**config.mk**
```make
export PLATFORM = sky130hd
export DESIGN_NAME = ps2_mouse_cursor_tracker
export DESIGN_NICKNAME = d
export VERILOG_FILES = /design/src/design/ps2m_pkg.sv /design/src/design/ps2m_align.sv /design/src/design/ps2m_move.sv /design/src/design/ps2_mouse_cursor_tracker.sv
export SDC_FILE = /design/constraint.sdc
export NUM_CORES = 1
export LEC_CHECK = 0
export BUFFER_PORTS_ARGS = -buffer_cell sky130_fd_sc_hd__buf_2
export CAP_MARGIN = 20
export CORE_ASPECT_RATIO = 1.4
export CORE_MARGIN = 2
export CORE_UTILIZATION = 59
export CTS_CLUSTER_DIAMETER = 30
export DETAILED_ROUTE_END_ITERATION = 10
export PLACE_DENSITY_LB_ADDON = 0.05
export SYNTH_ARGS = -nofsm -noshare
export SYNTH_HDL_FRONTEND = slang
export SYNTH_SLANG_ARGS = --single-unit
```
**constraint.sdc**
```tcl
create_clock -name clk -period 4.57 [get_ports clk]
set_input_delay 0.6855 -clock clk [delete_from_list [all_inputs] [get_ports clk]]
set_output_delay 0.6855 -clock clk [all_outputs]
set_load 0.03 [all_outputs]
```
**src/design/ps2m_pkg.sv**
```systemverilog
`default_nettype none

package ps2m_pkg;

    localparam int COORD_WIDTH = 12;
    localparam int LIMIT_W     = 12;
    localparam int FIELD_W     = 12;
    localparam int SUM_W       = (COORD_WIDTH + 2 > LIMIT_W + 2) ? COORD_WIDTH + 2 : LIMIT_W + 2;
    localparam int DATA_W      = 8;
    localparam int OUT_TDATA_W = 32;

    localparam logic [COORD_WIDTH-1:0] POS_RESET   = COORD_WIDTH'(100);
    localparam logic [LIMIT_W-1:0]     X_LIMIT_RST = LIMIT_W'(1024);
    localparam logic [LIMIT_W-1:0]     Y_LIMIT_RST = LIMIT_W'(768);
    localparam logic [SUM_W-1:0]       COORD_MAX   = SUM_W'((1 << COORD_WIDTH) - 1);

    // header bit positions
    localparam int HB_LEFT  = 0;
    localparam int HB_RIGHT = 1;
    localparam int HB_SYNC  = 3;
    localparam int HB_XSIGN = 4;
    localparam int HB_YSIGN = 5;
    localparam int HB_XOVF  = 6;
    localparam int HB_YOVF  = 7;

    typedef enum logic [0:0] {
        REG_X_LIMIT = 1'b0,
        REG_Y_LIMIT = 1'b1
    } reg_index_t;

    typedef enum logic [1:0] {
        BYTE_HEADER = 2'd0,
        BYTE_X      = 2'd1,
        BYTE_Y      = 2'd2
    } byte_slot_t;

    typedef enum logic [1:0] {
        ST_MOVED     = 2'd0,
        ST_OVERFLOW  = 2'd1,
        ST_OFFSCREEN = 2'd2
    } upd_status_t;

    typedef struct packed {
        logic              last;
        logic [DATA_W-1:0] header;
        logic [DATA_W-1:0] x_byte;
        logic [DATA_W-1:0] y_byte;
    } packet_t;

    typedef struct packed {
        logic [FIELD_W-1:0] cursor_x;
        logic [FIELD_W-1:0] cursor_y;
        logic               left_button;
        logic               right_button;
        upd_status_t        update_status;
    } result_t;

endpackage

`default_nettype wire

```
**src/design/ps2m_align.sv**
```systemverilog
`default_nettype none

module ps2m_align (
    input  wire logic                       clk,
    input  wire logic                       rst_n,
    input  wire logic                       accept,
    input  wire logic [ps2m_pkg::DATA_W-1:0] data_byte,
    output ps2m_pkg::packet_t               pkt
);
    import ps2m_pkg::*;

    byte_slot_t        slot_reg;
    byte_slot_t        slot_next;
    logic [DATA_W-1:0] header_reg;
    logic [DATA_W-1:0] x_byte_reg;

    always_ff @(posedge clk or negedge rst_n)
    begin
        if (!rst_n)
        begin
            slot_reg <= BYTE_HEADER;
        end
        else if (accept)
        begin
            slot_reg <= slot_next;
        end
    end

    always_ff @(posedge clk)
    begin
        if (accept && slot_reg != BYTE_X && slot_reg != BYTE_Y)
        begin
            header_reg <= data_byte;
        end
        if (accept && slot_reg == BYTE_X)
        begin
            x_byte_reg <= data_byte;
        end
    end

    // next state
    always_comb
    begin
        case (slot_reg)
            BYTE_X:  slot_next = BYTE_Y;
            BYTE_Y:  slot_next = BYTE_HEADER;
            default: slot_next = data_byte[HB_SYNC] ? BYTE_X : BYTE_HEADER;
        endcase
    end

    // outputs
    always_comb
    begin
        pkt.last   = (slot_reg == BYTE_Y);
        pkt.header = header_reg;
        pkt.x_byte = x_byte_reg;
        pkt.y_byte = data_byte;
    end

endmodule

`default_nettype wire

```
**src/design/ps2m_move.sv**
```systemverilog
`default_nettype none

module ps2m_move (
    input  wire logic                        clk,
    input  wire logic                        rst_n,
    input  wire logic                        fire,
    input  wire ps2m_pkg::packet_t           pkt,
    input  wire logic [ps2m_pkg::LIMIT_W-1:0] x_limit,
    input  wire logic [ps2m_pkg::LIMIT_W-1:0] y_limit,
    output ps2m_pkg::result_t                res
);
    import ps2m_pkg::*;

    logic [COORD_WIDTH-1:0] pos_x_reg;
    logic [COORD_WIDTH-1:0] pos_y_reg;
    logic [COORD_WIDTH-1:0] pos_x_next;
    logic [COORD_WIDTH-1:0] pos_y_next;

    logic signed [SUM_W-1:0] dx;
    logic signed [SUM_W-1:0] dy;
    logic signed [SUM_W-1:0] nx;
    logic signed [SUM_W-1:0] ny;
    logic [SUM_W-1:0]        lim_x;
    logic [SUM_W-1:0]        lim_y;
    logic                    ovf;
    logic                    off;
    upd_status_t             status;

    always_comb
    begin
        // 9-bit deltas, sign from header
        dx = SUM_W'(signed'({pkt.header[HB_XSIGN], pkt.x_byte}));
        dy = SUM_W'(signed'({pkt.header[HB_YSIGN], pkt.y_byte}));
        nx = signed'(SUM_W'(pos_x_reg)) + dx;
        ny = signed'(SUM_W'(pos_y_reg)) - dy;

        lim_x = (SUM_W'(x_limit) > COORD_MAX) ? COORD_MAX : SUM_W'(x_limit);
        lim_y = (SUM_W'(y_limit) > COORD_MAX) ? COORD_MAX : SUM_W'(y_limit);

        ovf = pkt.header[HB_XOVF] | pkt.header[HB_YOVF];
        off = nx[SUM_W-1] || ny[SUM_W-1] || (unsigned'(nx) > lim_x) || (unsigned'(ny) > lim_y);

        if (ovf)
        begin
            status = ST_OVERFLOW;
        end
        else if (off)
        begin
            status = ST_OFFSCREEN;
        end
        else
        begin
            status = ST_MOVED;
        end

        if (status == ST_MOVED)
        begin
            pos_x_next = nx[COORD_WIDTH-1:0];
            pos_y_next = ny[COORD_WIDTH-1:0];
        end
        else
        begin
            pos_x_next = pos_x_reg;
            pos_y_next = pos_y_reg;
        end

        res.cursor_x      = FIELD_W'(pos_x_next);
        res.cursor_y      = FIELD_W'(pos_y_next);
        res.left_button   = pkt.header[HB_LEFT];
        res.right_button  = pkt.header[HB_RIGHT];
        res.update_status = status;
    end

    always_ff @(posedge clk or negedge rst_n)
    begin
        if (!rst_n)
        begin
            pos_x_reg <= POS_RESET;
            pos_y_reg <= POS_RESET;
        end
        else if (fire)
        begin
            pos_x_reg <= pos_x_next;
            pos_y_reg <= pos_y_next;
        end
    end

endmodule

`default_nettype wire

```
**src/design/ps2_mouse_cursor_tracker.sv**
```systemverilog
`default_nettype none

// channel  | dir | signals                  | contents
// s_axis   | in  | s_tvalid/s_tready/s_tdata | one mouse byte a beat
// m_axis   | out | m_tvalid/m_tready/m_tdata | cursor result, one beat per packet
// cfg      | in  | cfg_we/cfg_index/cfg_wdata| x_limit (0), y_limit (1)
//
// one byte a cycle while s_tready is high; the third byte of a packet is decoded
// and the result lands in the output register on the edge that accepts it.
// header and x bytes are taken even while a result waits; the third byte waits
// only while the output register is full and not being drained.
// reset: position 100/100, limits 1024/768, packet alignment restarts.

module ps2_mouse_cursor_tracker (
    input  wire logic                              clk,
    input  wire logic                              rst_n,
    input  wire logic                              s_tvalid,
    output logic                                   s_tready,
    input  wire logic [7:0]                        s_tdata,   // data_byte[7:0]
    output logic                                   m_tvalid,
    input  wire logic                              m_tready,
    // cursor_x[11:0], cursor_y[23:12], left_button[24], right_button[25],
    // update_status[27:26], zero[31:28]
    output logic [ps2m_pkg::OUT_TDATA_W-1:0]       m_tdata,
    input  wire logic                              cfg_we,
    input  wire logic [0:0]                        cfg_index,
    input  wire logic [ps2m_pkg::LIMIT_W-1:0]      cfg_wdata
);
    import ps2m_pkg::*;

    logic [LIMIT_W-1:0] x_limit_reg;
    logic [LIMIT_W-1:0] y_limit_reg;
    logic               out_valid_reg;
    result_t            out_reg;
    packet_t            pkt;
    result_t            res;
    logic               accept;
    logic               fire;

    always_ff @(posedge clk or negedge rst_n)
    begin
        if (!rst_n)
        begin
            x_limit_reg <= X_LIMIT_RST;
            y_limit_reg <= Y_LIMIT_RST;
        end
        else if (cfg_we)
        begin
            case (reg_index_t'(cfg_index))
                REG_X_LIMIT: x_limit_reg <= cfg_wdata;
                REG_Y_LIMIT: y_limit_reg <= cfg_wdata;
                default:     x_limit_reg <= x_limit_reg;
            endcase
        end
    end

    assign s_tready = !pkt.last || !out_valid_reg || m_tready;
    assign accept   = s_tvalid && s_tready;
    assign fire     = accept && pkt.last;

    ps2m_align u_align (
        .clk       (clk),
        .rst_n     (rst_n),
        .accept    (accept),
        .data_byte (s_tdata),
        .pkt       (pkt)
    );

    ps2m_move u_move (
        .clk     (clk),
        .rst_n   (rst_n),
        .fire    (fire),
        .pkt     (pkt),
        .x_limit (x_limit_reg),
        .y_limit (y_limit_reg),
        .res     (res)
    );

    always_ff @(posedge clk or negedge rst_n)
    begin
        if (!rst_n)
        begin
            out_valid_reg <= 1'b0;
        end
        else if (fire)
        begin
            out_valid_reg <= 1'b1;
        end
        else if (m_tready)
        begin
            out_valid_reg <= 1'b0;
        end
    end

    always_ff @(posedge clk)
    begin
        if (fire)
        begin
            out_reg <= res;
        end
    end

    assign m_tvalid = out_valid_reg;
    assign m_tdata  = {4'b0000, out_reg.update_status, out_reg.right_button,
                       out_reg.left_button, out_reg.cursor_y, out_reg.cursor_x};

endmodule

`default_nettype wire

```
=== Yosys cells after proc, flatten, opt, wreduce, memory -nomap -nowiden ===
Index checks and enable logic that the tools add are counted.

* Register bits after elaboration: 95
* Bits of input ports: 26
* Output and inout bits: 34
* Word-level logic and storage cells: 47

* Add/subtract/negate cells: 2
* Magnitude comparators: 2
* Equality and inequality tests: 4
* Mux-type cells: 8
* Bitwise gates (word level): 2
* Reduce and logical (&&, ||, !) cells: 16

{| class="wikitable"
|+ Operators with widths
! cell !! count
|-
| $gt A14 B12 Y1 || 2
|-
| $mux W12 || 2
|-
| $add A13 B9 Y14 || 1
|-
| $sub A13 B9 Y14 || 1
|-
| $logic_and A1 B1 Y1 || 5
|-
| $logic_or A1 B1 Y1 || 5
|-
| $mux W2 || 2
|-
| $pmux W2 S2 || 1
|-
| $reduce_and A2 Y1 || 2
|-
| $mux W1 || 3
|-
| $eq A2 B1 Y1 const B || 1
|-
| $eq A2 B2 Y1 const B || 1
|-
| $logic_not A1 Y1 || 2
|-
| $logic_not A2 Y1 || 1
|-
| $ne A2 B1 Y1 const B || 1
|-
| $ne A2 B2 Y1 const B || 1
|-
| $reduce_bool A2 Y1 || 1
|-
| $not A1 Y1 || 1
|-
| $or A1 B1 Y1 || 1
|}

=== Depth between registers and ports, before layout ===
* Depth after elaboration: 8
* Depth in mapped cells: 19
* Mapped depth without buffers: 18

=== Hierarchy ===
From an unflattened synthesis, not the netlist that was laid out.

* Cells, all modules: 464
* Area total of the unflattened synthesis: 5714.2 um2

{| class="wikitable"
|+ Modules (own cells, without submodules)
! module !! times used !! cells an instance !! area an instance (um2) !! sequential area each (um2)
|-
| ps2m_move || 1 || 337 || 3166.8 || 608.1
|-
| ps2_mouse_cursor_tracker || 1 || 92 || 1885.6 || 1470.2
|-
| ps2m_align || 1 || 35 || 661.9 || 530.5
|}

=== Least setup slack after synthesis ===
No wires, ideal clock.

* Kind: input port to flip-flop
* From: in s_tdata[0]
* To: reg out_reg, in the netlist m_tdata[14] (data pin)
* Setup time: 0.260 ns
* Data arrival time: 4.127 ns
* Required time: 4.310 ns
* Path slack: 0.183 ns
* Stages: 16
* Path buffers: 1
* Path through: ha_1 > inv_1 > fa_1 > a211oi_1 > nor3_1 > o41a_1 > o21ai_1 > o31a_1 > ha_1 > a21o_1 > a211oi_1 > o31a_1 > o221ai_2 > nor3_2 > buf_4 > mux2_2

{| class="wikitable"
|+ RTL lines
! what !! line !! RTL
|-
| from (decl) || ps2_mouse_cursor_tracker.sv:19 || <nowiki>input wire logic [7:0] s_tdata,</nowiki>
|-
| to (signal assigned) || ps2_mouse_cursor_tracker.sv:99 || <nowiki>out_reg <= res;</nowiki>
|-
| to (decl) || ps2_mouse_cursor_tracker.sv:34 || <nowiki>result_t out_reg;</nowiki>
|}

=== Final worst setup path ===
* From: reg u_move.pos_y_reg[0]
* To: reg u_move.pos_x_reg[3]

* Longest elaborated chain between the ends: 8
* Elaborated cells between the ends (all ways): 9
* Those cells by class: add/sub: 1; order compare: 1; mux: 3; reduce/logical: 4

{| class="wikitable"
|+ Ends and longest elaborated chain
! what !! line !! RTL
|-
| from (decl) || ps2m_move.sv:15 || <nowiki>logic [COORD_WIDTH-1:0] pos_y_reg;</nowiki>
|-
| from (signal assigned) || ps2m_move.sv:84 || <nowiki>pos_y_reg <= pos_y_next;</nowiki>
|-
| $sub A13 B9 Y14 (*) || ps2m_move.sv:35 || <nowiki>ny = signed'(SUM_W'(pos_y_reg)) - dy;</nowiki>
|-
| branches (longest 2 deep; another with $gt A14 B12 Y1) || - ||
|-
| $logic_or A1 B1 Y1 (*) || ps2m_move.sv:41 || <nowiki>off = nx[SUM_W-1] || ny[SUM_W-1] || (unsigned'(nx) > lim_x) || (unsigned'(ny) > lim_y);</nowiki>
|-
| $mux W2 (*) || ps2m_move.sv:47 || <nowiki>else if (off)</nowiki>
|-
| $mux W2 (*) || ps2m_move.sv:43 || <nowiki>if (ovf)</nowiki>
|-
| $logic_not A2 Y1 (*) || ps2m_move.sv:56 || <nowiki>if (status == ST_MOVED)</nowiki>
|-
| $mux W12 (*) || ps2m_move.sv:56 ||
|-
| to (signal assigned) || ps2m_move.sv:83 || <nowiki>pos_x_reg <= pos_x_next;</nowiki>
|-
| to (decl) || ps2m_move.sv:14 || <nowiki>logic [COORD_WIDTH-1:0] pos_x_reg;</nowiki>
|}

Mark *: on every way between the ends.
A chain may end at the register's enable or synchronous reset.

==> results_dict.tcl <==
set metrics [dict create \
    endpoint_kind "flip-flop" \
    drive_gt1_share_pct 31.4 \
    num_rows 41 \
    slew_headroom_pct 51.6 \
    numCtsBuffers 9 \
    synth-seq-cells 93 \
    grt_overflow 0 \
    vias_per_cell 5.82 \
    pin_count 60 \
    crit_path_max_fanout 12 \
    clk-insertion-delay-late_ns 0.35 \
    ys.flop_type "edfxtp_1" \
    htreeDepth 3 \
    drtPass1Iterations 4 \
    post_synth.cell_area_avg_um2 11.9 \
    layout_min_cycle_time_ns 4.33 \
    synth_edf_count 42 \
    drc 0 \
    fp.coreArea_mm2 0.00898 \
    cts_tree "yes" \
    yosys-top-cells-count "52 x ha_1, 45 x inv_1, 42 x dfrtp_1, 42 x edfxtp_1, 40 x mux2_2" \
    clock-sinks 93 \
    ys_types 53 \
    yosys_warnings 0 \
    dp_hpwl_mm 8.58 \
    drt-initial-drc-count 166 \
    ant_nets 0 \
    wl_per_cell_um 18.0 \
    start_kind "flip-flop" \
    maxCapViolations 0 \
    diodes 0 \
    synth_top_area_share_pct 23.3 \
    power_density_mw_per_mm2 560 \
    port-buffer-count 55 \
    die_w_um 84.9 \
    antenna_found_initial 0 \
    cp.arrival_ns 4.56 \
    die_y_um 117 \
    cts.path.max_buffers 2 \
    clock_skew_ns 0.00736 \
    irDropWorstVdd_uv 318 \
    synth_top_cells_by_area "edfxtp_1 23%, dfrtp_1 19%, ha_1 12%" \
    cts_root_buf "clkbuf_16" \
    vias 3716 \
    finalHoldViolCount 0 \
    synth-async-reset-ratio_pct 54.8 \
    cp_data_required_time_ns 4.80 \
    timing.final.crit_share_pct 94.6 \
    path_class "reg2reg" \
    nets 607 \
    total_leakage_power_nw 2.87 \
    hold_path.class "reg2reg" \
    power_mw 3.47 \
    area_delta_synth_final_pct 14.7 \
    n_fill_cell 686 \
    largest_reg_flops 28 \
    fmax_mhz 231 \
    outcome "finished, final reports clean" \
    netlist_instances 455 \
    routed_wl_mm 11.5 \
    grt_pass1_wl_mm 18.3 \
    dieArea_mm2 0.00995 \
    yosysMostFrequentCell "ha_1" \
    synth_seq_area_share_pct 47.2 \
    grt_usage_pct 24.3 \
    timing.hold.ws_ns 0.420 \
    syn_area_mm2 0.00540 \
    routabilityCongestion 0.897 \
    grt_max_degree 52 \
    grt_pass1_vias 3766 \
    clk_pin_slew_ns 0.07 \
    setup_violations 0 \
    yosysTopAreaCell "edfxtp_1" \
    worst-slew-pin-transition_ns 0.725 \
    start_util_pct 60.2 \
    report.final.slew_viol_count 0 \
]
-- through the flow --
stage / setup slack (ns) / cell area, µm² / instances / setup TNS, ns / util [%]
floorplan: 0.183 / 5420 / 458 / 0 / -
global placement: -0.165 / 5840 / 620 / -6.52 / 65.0
detailed placement: -0.249 / 5840 / 620 / -10.41 / 65.0
CTS: 0.0560 / 6110 / 636 / 0 / 68.1
global route: -0.0206 / 6200 / 639 / -0.256 / 69.0
finish: 0.245 / 6200 / 639 / 0 / 69.0
-- layout make-up --
type                       count  area (µm²)  share of cell area (%)
tap                          107         134                    2.16
clock inverter                 5        27.5                   0.444
inverter                      45         169                    2.73
timing repair buffer          70         400                    6.46
clock buffer                  11         243                    3.92
sequential                    93        2550                    41.1
multi-input combinational    308        2680                    43.2
-- final timing paths --
kind | slack, ns | cells past startpoint | end | from
max in group asynchronous | 3.65 | 2 | u_move.pos_y_reg[10] | rst_n
worst max-delay path | 0.24 | 17 | u_move.pos_x_reg[3] | u_move.pos_y_reg[0]
worst min-delay path | 0.42 | 0 | m_tdata[24] | u_align.header_reg[0]
worst max register to register | 0.24 | 17 | u_move.pos_x_reg[3] | u_move.pos_y_reg[0]
worst min register to register | 0.42 | 0 | m_tdata[24] | u_align.header_reg[0]
min in group asynchronous | 0.47 | 2 | u_move.pos_y_reg[8] | rst_n
-- metal layers --
metal	global-route usage [%]	wire length, µm	vias to the layer above
met1	27.8	4710	1820
met2	44.9	6190	80
met4	10.6	271	0
li1	-	-	1793
met5	0	0	-
met3	4.00	331	23
-- where the power goes --
part | switching [mW] | leakage, nW | internal [mW]
Sequential | 0.0922 | 1.02 | 1.08
Clock | 0.308 | 0.127 | 0.379
Combinational | 0.898 | 1.73 | 0.717
Total | 1.30 | 2.87 | 2.17
-- critical path: stages (launching register included) --
cell      delay, ns
dfrtp_1        0.35
inv_1          0.09
ha_1           0.18
inv_1          0.06
fa_2           0.37
a211oi_2       0.25
nor3_1         0.12
o41a_1         0.44
o31a_1         0.29
ha_1           0.31
nand4_1        0.15
nor2_1         0.07
a211oi_1       0.24
o31a_1         0.22
o221ai_2       0.17
nor4_4         0.31
buf_6          0.24
mux2_2         0.35
-- kinds of logic after synthesis --
| group | after synthesis | share of synthesized area, % |
|---|---|---|
| flip-flops | 93 | 47.2 |
| buffers and inverters | 57 | 4.65 |
| multiplexers | 62 | 14.2 |
| AND/OR/NAND/NOR | 80 | 7.41 |
| AO/OA/AOI/OAI | 92 | 11.2 |
| adder cells (fa/ha/maj) | 54 | 12.8 |
| other | 1 | 0.0694 |
| XOR/XNOR | 16 | 2.59 |
-- timing repair --
action                     in CTS  in global routing
resized for setup               1                 16
setup buffers                   0                  2
setup endpoints to repair      44                 47
hold buffers                    0                  0
pin swaps                       0                  2
-- layout by cell type, fill, tap and decap left out, drive strengths merged, types with 4 or more instances in the layout --
master and instances:
o21a 4, edfxtp 42, a21oi 19, nand4 5, xnor2 11, nor2 22, mux2 59, dfrtp 42
dfstp 9, ha 52, nand3 6, a211oi 11, nand2 29, inv 45, o21ai 29, a21o 12
buf 69, clkbuf 12, conb 4, xor2 5
(Power assumes the default switching activity.)
